### src/design/itoa_pkg.sv
// ---------------------------------------------------------------------------
// itoa_pkg
// Shared types and constants for the integer to ascii formatter: the
// sequencer states, the conversion kind codes and the digit lookup.
// ---------------------------------------------------------------------------
package itoa_pkg;

  // conversion kind carried on req_type
  typedef enum logic [2:0] {
    KIND_RAW  = 3'd0,
    KIND_SDEC = 3'd1,
    KIND_UDEC = 3'd2,
    KIND_HEXL = 3'd3,
    KIND_HEXU = 3'd4
  } kind_t;

  // sequencer states
  typedef enum logic [2:0] {
    ST_IDLE,
    ST_CONV,
    ST_SKIP,
    ST_SIGN,
    ST_EMIT,
    ST_RAW
  } state_t;

  localparam logic [7:0] ASCII_ZERO  = 8'h30;
  localparam logic [7:0] ASCII_MINUS = 8'h2d;
  localparam logic [7:0] ASCII_UA    = 8'h41;
  localparam logic [7:0] ASCII_LA    = 8'h61;

  // one digit (0..15) to its ascii character
  function automatic logic [7:0] digit_char(input logic [3:0] d, input logic upper);
    logic [7:0] base;
    base = upper ? ASCII_UA : ASCII_LA;
    if (d < 4'd10) begin
      digit_char = ASCII_ZERO + {4'd0, d};
    end else begin
      digit_char = base + {4'd0, d - 4'd10};
    end
  endfunction

endpackage

### src/design/integer_to_ascii_formatter_top.sv
// ---------------------------------------------------------------------------
// integer_to_ascii_formatter_top
// Formats one value per input beat as ascii characters, most significant
// first, with a running character count on every output beat.
// ---------------------------------------------------------------------------
// One input beat is handled at a time; in_stall is high from acceptance until
// the last character has been loaded into the output register. Decimal kinds
// run a shift-and-add-3 binary to BCD converter, one value bit per cycle, until
// every value bit is in, then drop leading zero digits (at most NDIG - 1, NDIG
// = 10 at 32 bits) and settle on the leading digit, then emit each character
// (sign included) while the output side takes beats. Dropped zeros and emitted
// digits always add up to NDIG. Hex kinds skip the conversion. A raw kind
// emits the low byte of the value as its only character, marked as last.
// Unknown kinds are absorbed with no output.
module integer_to_ascii_formatter_top #(
  parameter int VALUE_WIDTH = 32,
  parameter int COUNT_WIDTH = 31
) (
  input  logic                   clk,
  input  logic                   rst,
  // input channel
  input  logic                   in_valid,
  output logic                   in_stall,
  input  logic [2:0]             req_type,
  input  logic [VALUE_WIDTH-1:0] value,
  // output channel
  output logic                   out_valid,
  input  logic                   out_stall,
  output logic [7:0]             ascii_char,
  output logic                   last_char,
  output logic [COUNT_WIDTH-1:0] running_count
);

  localparam int NDIG    = ((VALUE_WIDTH * 1233) >> 12) + 1;
  localparam int BUF_W   = 4 * NDIG;
  localparam int DCNT_W  = $clog2(NDIG + 1);
  localparam int BCNT_W  = $clog2(VALUE_WIDTH + 1);

  itoa_pkg::state_t state, state_next;

  logic [VALUE_WIDTH-1:0] val;
  logic [BUF_W-1:0]       digs;
  logic [DCNT_W-1:0]      dig_cnt;
  logic [BCNT_W-1:0]      bit_cnt;
  logic                   neg;
  logic                   upper;
  logic [COUNT_WIDTH-1:0] count;

  logic                   in_accept;
  logic                   out_free;
  logic                   out_load;
  logic [7:0]             out_char;
  logic                   out_last;
  logic [3:0]             top_dig;
  logic [BUF_W-1:0]       dabbled;
  logic [VALUE_WIDTH-1:0] mag;
  logic                   val_neg;
  itoa_pkg::kind_t        kind;

  assign in_stall  = (state != itoa_pkg::ST_IDLE);
  assign in_accept = in_valid && !in_stall;
  assign out_free  = !out_valid || !out_stall;
  assign top_dig   = digs[BUF_W-1 -: 4];
  assign kind      = itoa_pkg::kind_t'(req_type);
  assign val_neg   = (kind == itoa_pkg::KIND_SDEC) && value[VALUE_WIDTH-1];
  assign mag       = val_neg ? (~value + VALUE_WIDTH'(1)) : value;

  // add 3 to every BCD digit of five or more, ahead of the shift
  always_comb begin
    for (int i = 0; i < NDIG; i++) begin
      if (digs[4*i +: 4] >= 4'd5) begin
        dabbled[4*i +: 4] = digs[4*i +: 4] + 4'd3;
      end else begin
        dabbled[4*i +: 4] = digs[4*i +: 4];
      end
    end
  end

  // next state
  always_comb begin
    state_next = state;
    unique case (state)
      itoa_pkg::ST_IDLE: begin
        if (in_accept) begin
          unique case (kind)
            itoa_pkg::KIND_RAW:  state_next = itoa_pkg::ST_RAW;
            itoa_pkg::KIND_SDEC,
            itoa_pkg::KIND_UDEC: state_next = itoa_pkg::ST_CONV;
            itoa_pkg::KIND_HEXL,
            itoa_pkg::KIND_HEXU: state_next = itoa_pkg::ST_SKIP;
            default:             state_next = itoa_pkg::ST_IDLE;
          endcase
        end
      end
      itoa_pkg::ST_CONV: begin
        if (bit_cnt == BCNT_W'(1)) state_next = itoa_pkg::ST_SKIP;
      end
      itoa_pkg::ST_SKIP: begin
        if (top_dig != 4'd0 || dig_cnt == DCNT_W'(1)) begin
          state_next = neg ? itoa_pkg::ST_SIGN : itoa_pkg::ST_EMIT;
        end
      end
      itoa_pkg::ST_SIGN: begin
        if (out_free) state_next = itoa_pkg::ST_EMIT;
      end
      itoa_pkg::ST_EMIT: begin
        if (out_free && dig_cnt == DCNT_W'(1)) state_next = itoa_pkg::ST_IDLE;
      end
      itoa_pkg::ST_RAW: begin
        if (out_free) state_next = itoa_pkg::ST_IDLE;
      end
      default: state_next = itoa_pkg::ST_IDLE;
    endcase
  end

  // character selection for the output register
  always_comb begin
    out_load = 1'b0;
    out_char = itoa_pkg::ASCII_ZERO;
    out_last = 1'b0;
    unique case (state)
      itoa_pkg::ST_SIGN: begin
        out_load = out_free;
        out_char = itoa_pkg::ASCII_MINUS;
      end
      itoa_pkg::ST_EMIT: begin
        out_load = out_free;
        out_char = itoa_pkg::digit_char(top_dig, upper);
        out_last = (dig_cnt == DCNT_W'(1));
      end
      itoa_pkg::ST_RAW: begin
        out_load = out_free;
        out_char = val[7:0];
        out_last = 1'b1;
      end
      default: begin
        out_load = 1'b0;
      end
    endcase
  end

  // control registers
  always_ff @(posedge clk) begin
    if (rst) begin
      state     <= itoa_pkg::ST_IDLE;
      out_valid <= 1'b0;
      count     <= '0;
    end else begin
      state <= state_next;
      if (out_load) begin
        out_valid <= 1'b1;
        if (count != {COUNT_WIDTH{1'b1}}) count <= count + COUNT_WIDTH'(1);
      end else if (!out_stall) begin
        out_valid <= 1'b0;
      end
    end
  end

  // output beat payload
  always_ff @(posedge clk) begin
    if (out_load) begin
      ascii_char    <= out_char;
      last_char     <= out_last;
      running_count <= (count != {COUNT_WIDTH{1'b1}}) ? count + COUNT_WIDTH'(1) : count;
    end
  end

  // conversion datapath
  always_ff @(posedge clk) begin
    unique case (state)
      itoa_pkg::ST_IDLE: begin
        if (in_accept) begin
          val     <= mag;
          neg     <= val_neg;
          upper   <= (kind == itoa_pkg::KIND_HEXU);
          bit_cnt <= BCNT_W'(VALUE_WIDTH);
          dig_cnt <= DCNT_W'(NDIG);
          if (kind == itoa_pkg::KIND_HEXL || kind == itoa_pkg::KIND_HEXU) begin
            digs <= BUF_W'(value);
          end else begin
            digs <= '0;
          end
        end
      end
      itoa_pkg::ST_CONV: begin
        digs    <= {dabbled[BUF_W-2:0], val[VALUE_WIDTH-1]};
        val     <= {val[VALUE_WIDTH-2:0], 1'b0};
        bit_cnt <= bit_cnt - BCNT_W'(1);
      end
      itoa_pkg::ST_SKIP: begin
        if (top_dig == 4'd0 && dig_cnt != DCNT_W'(1)) begin
          digs    <= {digs[BUF_W-5:0], 4'd0};
          dig_cnt <= dig_cnt - DCNT_W'(1);
        end
      end
      itoa_pkg::ST_EMIT: begin
        if (out_free) begin
          digs    <= {digs[BUF_W-5:0], 4'd0};
          dig_cnt <= dig_cnt - DCNT_W'(1);
        end
      end
      default: begin
        digs <= digs;
      end
    endcase
  end

  // the count seen on successive beats never goes down
  a_count_monotonic: assert property (@(posedge clk) disable iff (rst)
    (out_valid && !out_stall) |=> (running_count >= $past(running_count)))
    else $error("running count decreased");

  // digits remain to be emitted whenever the emit state is active
  a_digits_left: assert property (@(posedge clk) disable iff (rst)
    (state == itoa_pkg::ST_EMIT) |-> (dig_cnt != '0))
    else $error("emit state with no digits left");

  // a last character, from the emit or raw state, returns the block to idle
  a_last_to_idle: assert property (@(posedge clk) disable iff (rst)
    (out_load && out_last) |=> (state == itoa_pkg::ST_IDLE))
    else $error("last character loaded but sequencer not idle");

endmodule
### config.mk
export PLATFORM = sky130hd
export DESIGN_NAME = integer_to_ascii_formatter_top
export DESIGN_NICKNAME = d
export VERILOG_FILES = /design/src/design/itoa_pkg.sv /design/src/design/integer_to_ascii_formatter_top.sv
export SDC_FILE = /design/constraint.sdc
export NUM_CORES = 1
export LEC_CHECK = 0
export BUFFER_PORTS_ARGS = -buffer_cell sky130_fd_sc_hd__buf_2
export CAP_MARGIN = 10
export CORE_ASPECT_RATIO = 0.6
export CORE_UTILIZATION = 36
export CTS_CLUSTER_SIZE = 16
export DETAILED_ROUTE_END_ITERATION = 12
export GPL_ROUTABILITY_DRIVEN = 0
export PLACE_DENSITY = 0.6
export SETUP_SLACK_MARGIN = 0.02
export SLEW_MARGIN = 5
export SYNTH_ARGS = -nofsm -noshare
export SYNTH_HDL_FRONTEND = slang
export SYNTH_SLANG_ARGS = --single-unit
### constraint.sdc
create_clock -name clk -period 4.85 [get_ports clk]
set_clock_uncertainty 0.2 [all_clocks]
set_input_delay 0.2425 -clock clk [delete_from_list [all_inputs] [get_ports clk]]
set_output_delay 0.2425 -clock clk [all_outputs]
set_load 0.005 [all_outputs]
* Word-level counts from Yosys, hierarchy flattened
Cells that the tools add are included.
** Operators by class
- $add $sub $neg :: 17
- Magnitude comparators :: 11
- Equal/unequal tests :: 22
- Muxes and demuxes :: 41
- Bitwise operators :: 1
- Reduce and logical (&&, ||, !) cells :: 26
** Operator list (count)
- 40-bit case mux with 4 select lines :: 1
- 40-bit 2-to-1 mux :: 3
- 32-bit 2-to-1 mux :: 3
- 32-bit case mux with 2 select lines :: 1
- 4-bit 2-to-1 mux :: 12
- 4-bit by 3-bit >= comparator with 1-bit output (second input constant) :: 10
- 4-bit by 2-bit adder with 4-bit output (second input constant) :: 9
- 32-bit by 1-bit adder with 32-bit output (second input constant) :: 1
- 32-bit inverter :: 1
- 31-bit by 1-bit adder with 31-bit output (second input constant) :: 1
- 31-bit 2-to-1 mux :: 1
- 31-bit != test (second input constant) :: 1
- 3-bit 2-to-1 mux :: 8
- 8-bit case mux with 3 select lines :: 1
- 3-bit case mux with 6 select lines :: 1
- 2-bit != test (second input constant) :: 8
- 3-bit by 2-bit equality test with 1-bit output (second input constant) :: 4
- 6-bit 2-to-1 mux :: 2
- 4-bit case mux with 3 select lines :: 1
- 6-bit case mux with 2 select lines :: 1
- 3-bit equality test (second input constant) :: 3
- 3-bit case mux with 3 select lines :: 1
- 7-bit by 4-bit adder with 8-bit output :: 1
- 8-bit 2-to-1 mux :: 1
- 26 further kinds :: 42
** Storage, ports and cells
- Bits in registers :: 159
- Bits of input ports :: 39
- Output and inout bits :: 42
- Logic and storage cells :: 130

* Longest topological paths before layout
Gate-level depths: netlist (run 1).
- Word-level depth :: 5
- Mapped depth :: 10
- Mapped depth without buffers :: 7

* Least setup slack after synthesis (run 1)
OpenSTA, ideal clock, no wires.
- Kind :: flip-flop to flip-flop
- Start point :: reg state[1]
- End point :: reg digs[0] (enable)
- Setup time :: 0.446 ns
- Arrival time :: 4.531 ns
- Required time :: 4.204 ns
- Slack :: -0.327 ns
- Cell stages (with the launch flop) :: 4
- Path buffers :: 1
- Period minus slack after synthesis :: 5.177 ns
- Cell sequence :: dfxtp_1 -> clkbuf_1 -> nor3_1 -> o21bai_1
** On the way
- Word-level cells in the longest chain between the ends :: 5
- Elaborated cells on any way between the ends :: 12
- Those cells by class :: eq/ne: 6; reduce/logical: 6
** RTL lines
- start, declared :: RTL line integer_to_ascii_formatter_top.sv:39 : itoa_pkg::state_t state, state_next;
- start signal, assigned :: RTL line integer_to_ascii_formatter_top.sv:145 : state <= itoa_pkg::ST_IDLE;
- start signal, assigned :: RTL line integer_to_ascii_formatter_top.sv:149 : state <= state_next;
- 3-bit nonzero test :: RTL line integer_to_ascii_formatter_top.sv:60 : assign in_stall = (state != itoa_pkg::ST_IDLE);
- 1-bit logical NOT :: RTL line integer_to_ascii_formatter_top.sv:61 : assign in_accept = in_valid && !in_stall;
- 1-bit logical AND :: RTL line integer_to_ascii_formatter_top.sv:61
- 2-bit != test (no line)
- 4-bit AND reduction (no line) *
- end signal, assigned :: RTL line integer_to_ascii_formatter_top.sv:179 : digs <= BUF_W'(value);
- end signal, assigned :: RTL line integer_to_ascii_formatter_top.sv:186 : digs <= {dabbled[BUF_W-2:0], val[VALUE_WIDTH-1]};
- end signal, assigned :: RTL line integer_to_ascii_formatter_top.sv:192 : digs <= {digs[BUF_W-5:0], 4'd0};
- end, declared :: RTL line integer_to_ascii_formatter_top.sv:42 : logic [BUF_W-1:0] digs;
Mark *: on every way between the ends. The rest lies on a longest branch, timed or not.
A chain may end at the register's enable or synchronous reset.

* Worst setup path in the final report (run 1)
- Start point :: reg state[1]
- End point :: reg digs[17], data pin
** On the way
- Word-level cells in the longest chain between the ends :: 2
- Elaborated cells on any way between the ends :: 5
- Those cells by class :: eq/ne: 3; mux: 1; reduce/logical: 1
** RTL lines
- 3-bit equality test, or another cell as far along :: RTL line integer_to_ascii_formatter_top.sv:170 : unique case (state)
- 40-bit case mux with 4 select lines * :: RTL line integer_to_ascii_formatter_top.sv:170
Marked as above.

==> metrics.txt, run 1 <==
worst reg-to-reg setup slack=1.36 ns; Synth Area in Compound Gates=16.39%; VDD IR max=0.2385 mV; main flop type after synthesis=edfxtp_1; initial core utilization=a little over a third; CTS resizes=0; Worst Tran Pin Value=about 1.1 ns; WP data required=just under 5 ns; ranking of synthesized cells by area=edfxtp_1 (40%), dfxtp_1 (7.6%), a21oi_1 (4.4%), xor2_1 (4.1%), o21ai_0 (4.0%); largest family of logic cells by synthesized area=simple AND/OR/NAND/NOR gates; cell accounting for the most synthesized area=edfxtp_1; Layout Cells excl Fill=1385; CTS Buf Count=17; xor/xnor share of the synthesized area=6.992%; worst reg2reg path depth=7; number of synthesized flops with an enable pin=between 100 and 150; DRC=0; largest net degree at the start of global routing=75; Final setup viols=0; Min-Delay Path Depth=3; Mapped Cells=961; All-Layer GR Usage=around 18%; outcome=finished, final reports clean; final global-route overflow total=0; RSZ-0062 raised after global routing=false; crit path time final=around 3.5 ns; Vias=7661; Data arrival, critical path=approximately 3.6 ns; Root Buffer Master=clkbuf_16; Critical Path Source Type=register; share of layout cells above drive strength 1=roughly 14%; Placed Area=9966 um2; Worst setup EP type=register; mux contribution to synthesized area=0.9314%; core box area=25280 um2; hold path startpoint=value[25]; Post-Synth Adder-Cell Area=3.915%; FILL cells=2450; final WL=23.79 mm; Synth-to-Final Area Change=16.64%; relative slew slack=26.86%; HPWL Detailed=16.41 mm; clock latency on the worst-skew pair=0.43 ns; f_max=286.4 MHz; mapped cell area=9269 um2; reg2reg start=state[1]; Leak=3.925 nW; H-tree depth=4; NumNets Final=1110; # IOs=81; setup TNS=0 ns; Setup Buffers After CTS=0; Seq/Total Area, Yosys=47.73%; CP max FO=74; Crit Reg-Reg Endpoint=digs[17]; routed wire length per instance=17.17 um; PwrDens=443.6 nW/um2; Yosys reg bits=roughly 160; first-pass GRT wire length=38.30 mm; CTS tree=done; syn avg cell area=9.645 um2; Starting DRT DRC Count=759; # port buffers=80; CTS sink count=~160; Core Util, Final=42.77%; Mapped Nets=1029; Worst Hold Class=in -> reg; Async SR Flop Fraction=0%; Max Cap Viol=0; ANT nets after route=0; Worst-path clk slew=0.06 ns; Die H=126.3 um; period utilization=72.00%; critical path class=reg -> reg; vias per inst=5.531; Yosys top cell area share=40.17%; Synth cell types=60; total iterations of the first detailed-routing run=5; placed insts=1324; vias in the first global route=~6800; Final Instance Area=10810 um2; Clock Path Buffers=2; die area=26410 um2; Die Wd=approximately 210 um; Synth Area in Simple Gates=20.03%; yosys warns=0; Final Hold Fails=0; final max-slew violation count=0; Hold Crit Endpoint=digs[25]; initial antenna violation count=1; Site Rows=45
Yosys cell counts (all sizes together), types with 17 or more instances:
library cell and number:
nand3 24, clkbuf 43, or4 18, inv 35, edfxtp 124, xnor2 31
nor3 23, xor2 43, a22oi 18, dfxtp 35, ha 29, o31ai 27
o21ai 75, or3 17, nand2 75, a21oi 81, nor2 87
state kept, by name (all words and copies together), names as in the netlist:
name	count
val	32
ascii_char	8
upper	1
digs	40
state	3
neg	1
last_char	1
dig_cnt	4
running_count	31
count	31
bit_cnt	6
out_valid	1
layer usage:
metal	vias up	track usage, %	routed length (um)
li1	3734	-	-
met1	3639	29.82	12600
met2	268	23.41	8901
met3	20	4.853	1978
met4	0	4.715	311
met5	-	0	0
how the worst max path moves through the flow:
stage,start,to,slack (ns),depth (start not counted)
detailed placement,state[1],digs[14],1.42,7
global placement,state[1],digs[17],1.50,7
finish,state[1],digs[17],1.36,7
floorplan,state[2],digs[0],0.88,3
global route,state[1],digs[17],1.10,7
CTS,state[1],digs[17],1.43,7
placed cells by master (no fill, tap or decap), types with 7 or more instances in the layout:
master and instances:
a21oi_1 80, a221o_1 14, a22oi_1 18, and2_1 13
and3_1 7, and4_1 9, buf_2 81, buf_4 10
clkbuf_16 18, dfxtp_1 35, dlygate4sd3_1 27, edfxtp_1 124
ha_1 29, inv_1 35, nand2_1 75, nand2b_1 13
nand3_1 23, nand4_1 14, nor2_1 86, nor2b_1 7
nor3_1 21, nor3b_1 15, nor4_1 14, o21ai_0 74
o31ai_1 27, or3_1 14, or4_1 16, xnor2_1 31
xor2_1 43
stage by stage:
stage,hold slack [ns],total power (W),worst slack [ns]
2_1_floorplan,0.2124,0.003037,0.8827
3_3_place_gp,0.3019,0.003448,1.500
3_5_place_dp,0.3093,0.003469,1.417
4_1_cts,0.001391,0.004808,1.425
5_1_grt,0.006956,0.005095,1.096
6_report,0.01545,0.004796,1.358
repair_timing:
action                     CTS  global route
hold endpoints to repair    29             0
hold buffers                27             0
setup endpoints to repair    0             0
cell type report:
class	instances	area [um2]	area share [%]
Timing Repair Buffer	118	750.7	6.944
Antenna cell	1	2.502	0.02315
Clock inverter	9	78.83	0.7291
Multi-Input combinational cell	710	4519	41.80
Tap cell	329	411.6	3.807
Inverter	36	135.1	1.250
Sequential cell	159	4424	40.92
Clock buffer	23	489.2	4.525
power breakdown:
part	switching, W	internal (W)	leakage, nW
Combinational	0.000816	0.000527	2.14
Clock	0.000555	0.000763	0.281
Sequential	0.000270	0.00186	1.50
Total	0.00164	0.00315	3.93
worst max-delay path: stages (launching register included):
cell and delay (ns):
dfxtp_1 0.70, or3b_2 0.22, buf_4 0.59, o21ai_0 0.24, nor2_2 0.86, buf_4 0.32, a22oi_1 0.07, o21ai_0 0.10
kinds of logic after synthesis:
family | after synthesis
AOI/OAI and AO/OA | 247
xor gates and xnor gates | 74
adders and majority gates | 29
buffers and inverters | 92
DFF | 159
muxes | 8
and+or+nand+nor | 352
Note: power is estimated with default switching activity, not from simulation.
==> run 2: changes to the inputs <==
--- a/config.mk
+++ b/config.mk
@@ -5,6 +5,7 @@
 export SDC_FILE = /design/constraint.sdc
 export NUM_CORES = 1
 export LEC_CHECK = 0
+export ABC_AREA = 1
 export BUFFER_PORTS_ARGS = -buffer_cell sky130_fd_sc_hd__buf_2
 export CAP_MARGIN = 10
 export CORE_ASPECT_RATIO = 0.6
==> constraint.sdc (replaced) <==
create_clock -name clk -period 2.8 [get_ports clk]
set_clock_uncertainty 0.2 [all_clocks]
set_input_delay 0.14 -clock clk [delete_from_list [all_inputs] [get_ports clk]]
set_output_delay 0.14 -clock clk [all_outputs]
set_load 0.005 [all_outputs]
==> run 2 against run 1 <==
Net effect:
- largest power group unchanged
- combinational power increased to 3.5 times the previous value
- first-iteration DRC count increased by 28%
- clock power increased by 80%
- non-clock buffer count increased by 20
- routed wire length increased by 16%
- critical endpoint is now val[30]
- global-route usage increased by 2.0 points
- cell count increased by 21%
- design area increased by 6.3%
==> metrics.txt, run 2 <==
HPWL Detailed=20.58 mm (was 16.41 mm); Worst path slowest cell=dlygate4sd3_1 (was nor2_2); Top cell by count, worst path=nand2_1; Largest register FFs=40 (unchanged); Site Rows=45 (unchanged); first-pass GRT wire length=42.47 mm (was 38.30 mm); Clock Path Buffers=2 (unchanged); CTS resizes=0 (unchanged); most frequent cells in the layout=nand2_1 (266), inv_1 (162), edfxtp_1 (124) (was edfxtp_1 (124), nor2_1 (86), buf_2 (81)); outcome=finished, final reports clean (unchanged); relative slew slack=64.71% (was 26.86%); initial core utilization=37.42% (was 36.66%); CP Buf/Inv Count=5 (was 2); setup TNS=0 ns (unchanged); Seq/Total Area, Yosys=45.85% (was 47.73%); commonest non-fill, non-tap cell in the layout=nand2_1 (was edfxtp_1); Synth cell types=41 (was 60); Yosys reg bits=159 (unchanged); number of synthesized flops with an enable pin=124 (unchanged); DRC=0 (unchanged); cell accounting for the most synthesized area=edfxtp_1 (unchanged); Yosys top cell area share=38.59% (was 40.17%); hold_ws=0.03210 ns (was 0.01545 ns); Worst-path clk slew=0.07 ns (was 0.06 ns); vias in the first global route=7582 (was 6796); Die Wd=213.4 um (was 209.2 um); Async SR Flop Fraction=0% (unchanged); final global-route overflow total=0 (unchanged); die area=27480 um2 (was 26410 um2); Starting DRT DRC Count=974 (was 759); PwrDens=1020 nW/um2 (was 443.6 nW/um2); All-Layer GR Usage=20.51% (was 18.47%); Die H=128.8 um (was 126.3 um); most frequent cells after synthesis=nand2_1 (266), inv_1 (162), edfxtp_1 (124) (was edfxtp_1 (124), nor2_1 (87), a21oi_1 (81)); Power, Total=0.01173 W (was 0.004796 W); largest registers=digs: 40 flops, val: 32 flops (unchanged); Setup Buffers After CTS=0 (unchanged); ranking of synthesized cells by area=edfxtp_1 (39%), nand2_1 (10%), dfxtp_1 (7.3%), inv_1 (6.3%), nand3_1 (5.1%) (was edfxtp_1 (40%), dfxtp_1 (7.6%), a21oi_1 (4.4%), xor2_1 (4.1%), o21ai_0 (4.0%)); Mapped Cells=1192 (was 961); crit path time final=2.319 ns; f_max=approximately 430 MHz; top-count cell post-synth=nand2_1 (was edfxtp_1); Leak=4.950 nW (was 3.925 nW); # port buffers=80 (unchanged); largest net degree at the start of global routing=45 (was 75); Max Cap Viol=0 (unchanged); Final setup viols=0 (unchanged); NumNets Final=1384 (was 1110); yosys warns=0 (unchanged); H-tree depth=4 (unchanged); Crit path depth=13 (was 7); # IOs=81 (unchanged); CTS sink count=159 (unchanged); share of layout cells above drive strength 1=15.20% (was 14.03%); main flop type after synthesis=edfxtp_1 (unchanged); crit-path cells=dlygate4sd3_1 -> buf_2 -> inv_1 -> nand2_1 -> nor2_2 -> inv_1 -> nor2_1 -> nor2_1 -> buf_4 -> nand3_1 -> nand2_1 -> nand3_1 -> nand2_1 (was or3b_2 -> buf_4 -> o21ai_0 -> nor2_2 -> buf_4 -> a22oi_1 -> o21ai_0); CTS tree=done (unchanged); period utilization=about 83%; clock latency on the worst-skew pair=0.45 ns (was 0.43 ns); total iterations of the first detailed-routing run=5 (unchanged); VDD IR max=0.6470 mV (was 0.2385 mV); Synth-to-Final Area Change=19.11% (was 16.64%); core box area=25790 um2 (was 25280 um2); Ant. Diodes=0 (was 1); Critical Path Source Type=input port (was register); ANT nets after route=0 (unchanged); CTS Buf Count=17 (unchanged); final WL=27.63 mm (was 23.79 mm); Biggest register=digs (unchanged); WP data required=2.80 ns (was 4.92 ns); critical path class=in -> reg (was reg -> reg); Mapped Nets=1260 (was 1029); routed wire length per instance=16.44 um (was 17.17 um); initial antenna violation count=0 (was 1); Worst Tran Pin Value=0.5249 ns (was 1.097 ns); final max-slew violation count=0 (unchanged); Root Buffer Master=clkbuf_16 (unchanged); CP max FO=11 (was 74); Vias=8643 (was 7661); Worst Hold Class=in -> reg (unchanged); Data arrival, critical path=2.32 ns (was 3.56 ns); crit-path max cell delay=0.53 ns (was 0.86 ns); CP top delay family=buffers and inverters (was simple AND/OR/NAND/NOR gates); Final Hold Fails=0 (unchanged); vias per inst=5.142 (was 5.531); RSZ-0062 raised after global routing=false (unchanged); syn avg cell area=8.095 um2 (was 9.645 um2); mapped cell area=9649 um2 (was 9269 um2); Worst setup EP type=register (unchanged); Min-Delay Path Depth=3 (unchanged); worst reg2reg path depth=10 (was 7)
-- run 2: repair_timing --
item / 4_1_cts / 5_1_grt
endpoints found under the setup margin: 0 / 0
endpoints found under the hold margin: 59 / 0
hold buffers: 38 / 0
-- run 2: worst paths after layout --
path / endpoint / slack, ns / start
worst min register to register: val[28] / 0.32 / val[27]
worst min-delay path: upper / 0.03 / in_valid
worst max-delay path: val[30] / 0.48 / req_type[2]
worst max register to register: count[1] / 0.53 / count[0]
-- run 2: routing by layer --
metal  vias to the layer above  GRT usage [%]  part of all wire (%)
li1                       4269              -                     -
met5                         -              0                     0
met2                       369          24.73                    36
met3                        23          6.883                    11
met4                         0          4.244                  0.99
met1                      3982          33.46                    52
-- run 2: logic make-up after synthesis --
logic type / synth area share, %
AOI/OAI and AO/OA: 13.47
xor gates and xnor gates: 2.269
adders and majority gates: 3.760
buffers and inverters: 8.804
DFF: 45.85
and+or+nand+nor: 25.84
-- run 2: final cells by class --
type	count	area (um2)
Fill cell	2585	14290
Tap cell	352	440.4
Timing Repair Buffer	138	980.9
Clock inverter	14	157.7
Clock buffer	18	429.2
Inverter	176	663.1
Multi-Input combinational cell	824	4398
Sequential cell	159	4424
-- run 2: stage by stage --
step           cells  worst slack, ns  utilization [%]  area (um2)
2_1_floorplan   1192           0.1709                -        9657
3_3_place_gp    1611           0.6536            40.82       10530
3_5_place_dp    1611           0.5689            40.82       10530
4_1_cts         1681           0.5535            44.57       11490
5_1_grt         1681           0.3473            44.57       11490
6_report        1681           0.4806            44.57       11490
-- run 2: power breakdown --
part	leakage [nW]	internal, W	total, W	switching (W)
Sequential	1.49	0.00399	0.00469	0.000699
Combinational	3.18	0.00154	0.00466	0.00311
Clock	0.284	0.00133	0.00238	0.00105
Total	4.95	0.00686	0.0117	0.00487
-- run 2: worst reg2reg max path: stages, from the launching register on --
cell and delay, ns:
dfxtp_1 0.44, ha_1 0.28, nand3_2 0.16, inv_2 0.16, nand2_4 0.09, nor2_8 0.14
nand2_4 0.27, nand2_1 0.14, nand2_1 0.07, o21ai_0 0.15, inv_1 0.06
==> run 3: changes to the inputs <==
--- a/config.mk
+++ b/config.mk
@@ -5,7 +5,7 @@
 export SDC_FILE = /design/constraint.sdc
 export NUM_CORES = 1
 export LEC_CHECK = 0
-export ABC_AREA = 1
+export ABC_AREA = 0
 export BUFFER_PORTS_ARGS = -buffer_cell sky130_fd_sc_hd__buf_2
 export CAP_MARGIN = 10
 export CORE_ASPECT_RATIO = 0.6
@@ -13,7 +13,7 @@
 export CTS_CLUSTER_SIZE = 16
 export DETAILED_ROUTE_END_ITERATION = 12
 export GPL_ROUTABILITY_DRIVEN = 0
-export PLACE_DENSITY = 0.6
+export PLACE_DENSITY = 0.58
 export SETUP_SLACK_MARGIN = 0.02
 export SLEW_MARGIN = 5
 export SYNTH_ARGS = -nofsm -noshare
==> constraint.sdc (replaced) <==
create_clock -name clk -period 2.3 [get_ports clk]
set_clock_uncertainty 0.2 [all_clocks]
set_input_delay 0.115 -clock clk [delete_from_list [all_inputs] [get_ports clk]]
set_output_delay 0.115 -clock clk [all_outputs]
set_load 0.005 [all_outputs]
==> run 3 against run 2 <==
Net effect:
- global-route usage down 0.93 points
- sequential share of layout area down 1.2 points
- flip-flop and latch count unchanged
- power down 9.9%
- cell count down 11%
- die area down 3.9%
- worst setup slack worse by 0.38 ns
- register-to-register slack worse by 0.43 ns
- core utilization up 2.4 points
- critical path depth down 6
- largest cell class is now multi-input combinational cells
==> metrics.txt, run 3 (synthesis gave the netlist of run 1 again) <==
largest registers=digs: 40 flops, val: 32 flops (unchanged); DRC=0 (unchanged); Worst-path clk slew=0.07 ns (about the same); NumNets Final=1217 (was 1384); # port buffers=80 (unchanged); initial core utilization=36.66% (was 37.42%); Data arrival, critical path=2.17 ns (was 2.32 ns); Clock Path Buffers=2 (unchanged); CTS tree=done (unchanged); clock latency on the worst-skew pair=0.43 ns (was 0.45 ns); CP max FO=5 (was 11); core box area=25280 um2 (was 25790 um2); routed wire length per instance=17.24 um (was 16.44 um); Seq pwr share=41.9% (was 40.0%); Root Buffer Master=clkbuf_16 (unchanged); # IOs=81 (unchanged); largest net degree at the start of global routing=74 (was 45); Final Hold Fails=0 (unchanged); HPWL Detailed=17.94 mm (was 20.58 mm); Worst setup EP type=register (unchanged); Largest register FFs=40 (unchanged); ANT nets after route=0 (unchanged); final WL=25.70 mm (was 27.63 mm); H-tree depth=4 (unchanged); sw frac=34.01% (was 41.51%); clock network power share=27.0% (was 20.3%); RSZ-0062 raised after global routing=false (unchanged); Die H=126.3 um (was 128.8 um); Die Wd=209.2 um (was 213.4 um); final global-route overflow total=0 (unchanged); share of layout cells above drive strength 1=22.12% (was 15.20%); first-pass GRT wire length=40.63 mm (was 42.47 mm); commonest non-fill, non-tap cell in the layout=edfxtp_1 (was nand2_1); Comb pwr share=31.1% (was 39.7%); most frequent cells in the layout=edfxtp_1 (124), buf_4 (95), nor2_1 (85) (was nand2_1 (266), inv_1 (162), edfxtp_1 (124)); crit path time final=between 2 and 2.5 ns; WP data required=2.27 ns (was 2.80 ns); post-place setup slack=-0.1594 ns (was 0.5689 ns); Biggest register=digs (unchanged); vias per inst=5.431 (was 5.142); Leak=4.514 nW (was 4.950 nW); VDD IR max=0.5692 mV (was 0.6470 mV); final max-slew violation count=0 (unchanged); Cell Int Power=0.006972 W (was 0.006858 W); CTS sink count=159 (unchanged); relative slew slack=56.34% (was 64.71%); f_max=454.4 MHz; total iterations of the first detailed-routing run=5 (unchanged); Critical Path Source Type=input port (unchanged); Site Rows=45 (unchanged); Ant. Diodes=0 (unchanged); Synth-to-Final Area Change=28.05% (was 19.11%); die area=26410 um2 (was 27480 um2); Max Cap Viol=0 (unchanged); All-Layer GR Usage=19.59% (was 20.51%); outcome=finished, final reports clean (unchanged); vias in the first global route=7349 (was 7582); Starting DRT DRC Count=809 (was 974); critical path class=in -> reg (unchanged); Worst Tran Pin Value=0.6549 ns (was 0.5249 ns); Vias=8098 (was 8643); initial antenna violation count=0 (unchanged); PnR worst setup slack=0.09935 ns (was 0.4806 ns); period utilization=95.68%; sw power=0.003593 W (was 0.004867 W); Layout Cells excl Fill=1491 (was 1681); Worst Hold Class=in -> reg (unchanged); placed insts=1415 (was 1611); Final setup viols=0 (unchanged); hold_ws=0.03692 ns (was 0.03210 ns); CTS Buf Count=17 (unchanged); PwrDens=890.2 nW/um2 (was 1020 nW/um2)
[run 3: power by group through the flow]
stage | Sequential (W) | Combinational, W | Clock [W]
2_1_floorplan | 0.00431 | 0.00212 | 0
3_3_place_gp | 0.00446 | 0.00305 | 0
3_5_place_dp | 0.00446 | 0.00312 | 0
4_1_cts | 0.00441 | 0.00318 | 0.00291
5_1_grt | 0.00451 | 0.00368 | 0.00302
6_report | 0.00443 | 0.00328 | 0.00285
[run 3: cell type report]
cell class,instances,area [um2]
Tap cell,329,411.6
Inverter,36,140.1
Sequential cell,159,4431
Clock inverter,10,96.34
Clock buffer,22,486.7
Timing Repair Buffer,225,1707
Fill cell,2361,13410
Multi-Input combinational cell,710,4597
[run 3: worst paths after layout]
| kind | from | endpoint | slack [ns] | depth (start not counted) |
|---|---|---|---|---|
| worst min-delay path | value[3] | val[3] | 0.04 | 3 |
| worst min register to register | count[1] | count[1] | 0.32 | 2 |
| worst max-delay path | value[5] | val[16] | 0.1 | 7 |
| worst max register to register | count[0] | count[5] | 0.1 | 7 |
[run 3: routing by layer]
metal	up-vias	part of all wire [%]	global-route usage, %
met1	3853	53	31.69
met4	0	0.75	4.455
li1	3953	-	-
met2	276	39	25.61
met3	16	7.6	4.382
met5	-	0	0
[run 3: per-stage QoR]
step                setup TNS [ns]  utilization (%)  total power, W  cell area [um2]
CTS                              0            46.41         0.01050            11730
global placement           -0.2705            42.52        0.007506            10750
global route                     0            46.95         0.01120            11870
floorplan                   -13.19                -        0.006427             9369
detailed placement         -0.7014            42.52        0.007574            10750
finish                           0            46.95         0.01057            11870
[run 3: critical path, cell delays in order]
cell	delay, ns
dlygate4sd3_1	0.55
buf_2	0.17
or3_1	0.41
or3_4	0.40
o31ai_1	0.26
xor2_1	0.18
a21oi_1	0.08
[run 3: what timing repair did]
action / in CTS / in global routing
setup endpoints to repair: 0 / 67
resized for setup: 0 / 14
hold buffers: 40 / 0
endpoints found under the hold margin: 66 / 0
setup buffers: 0 / 1
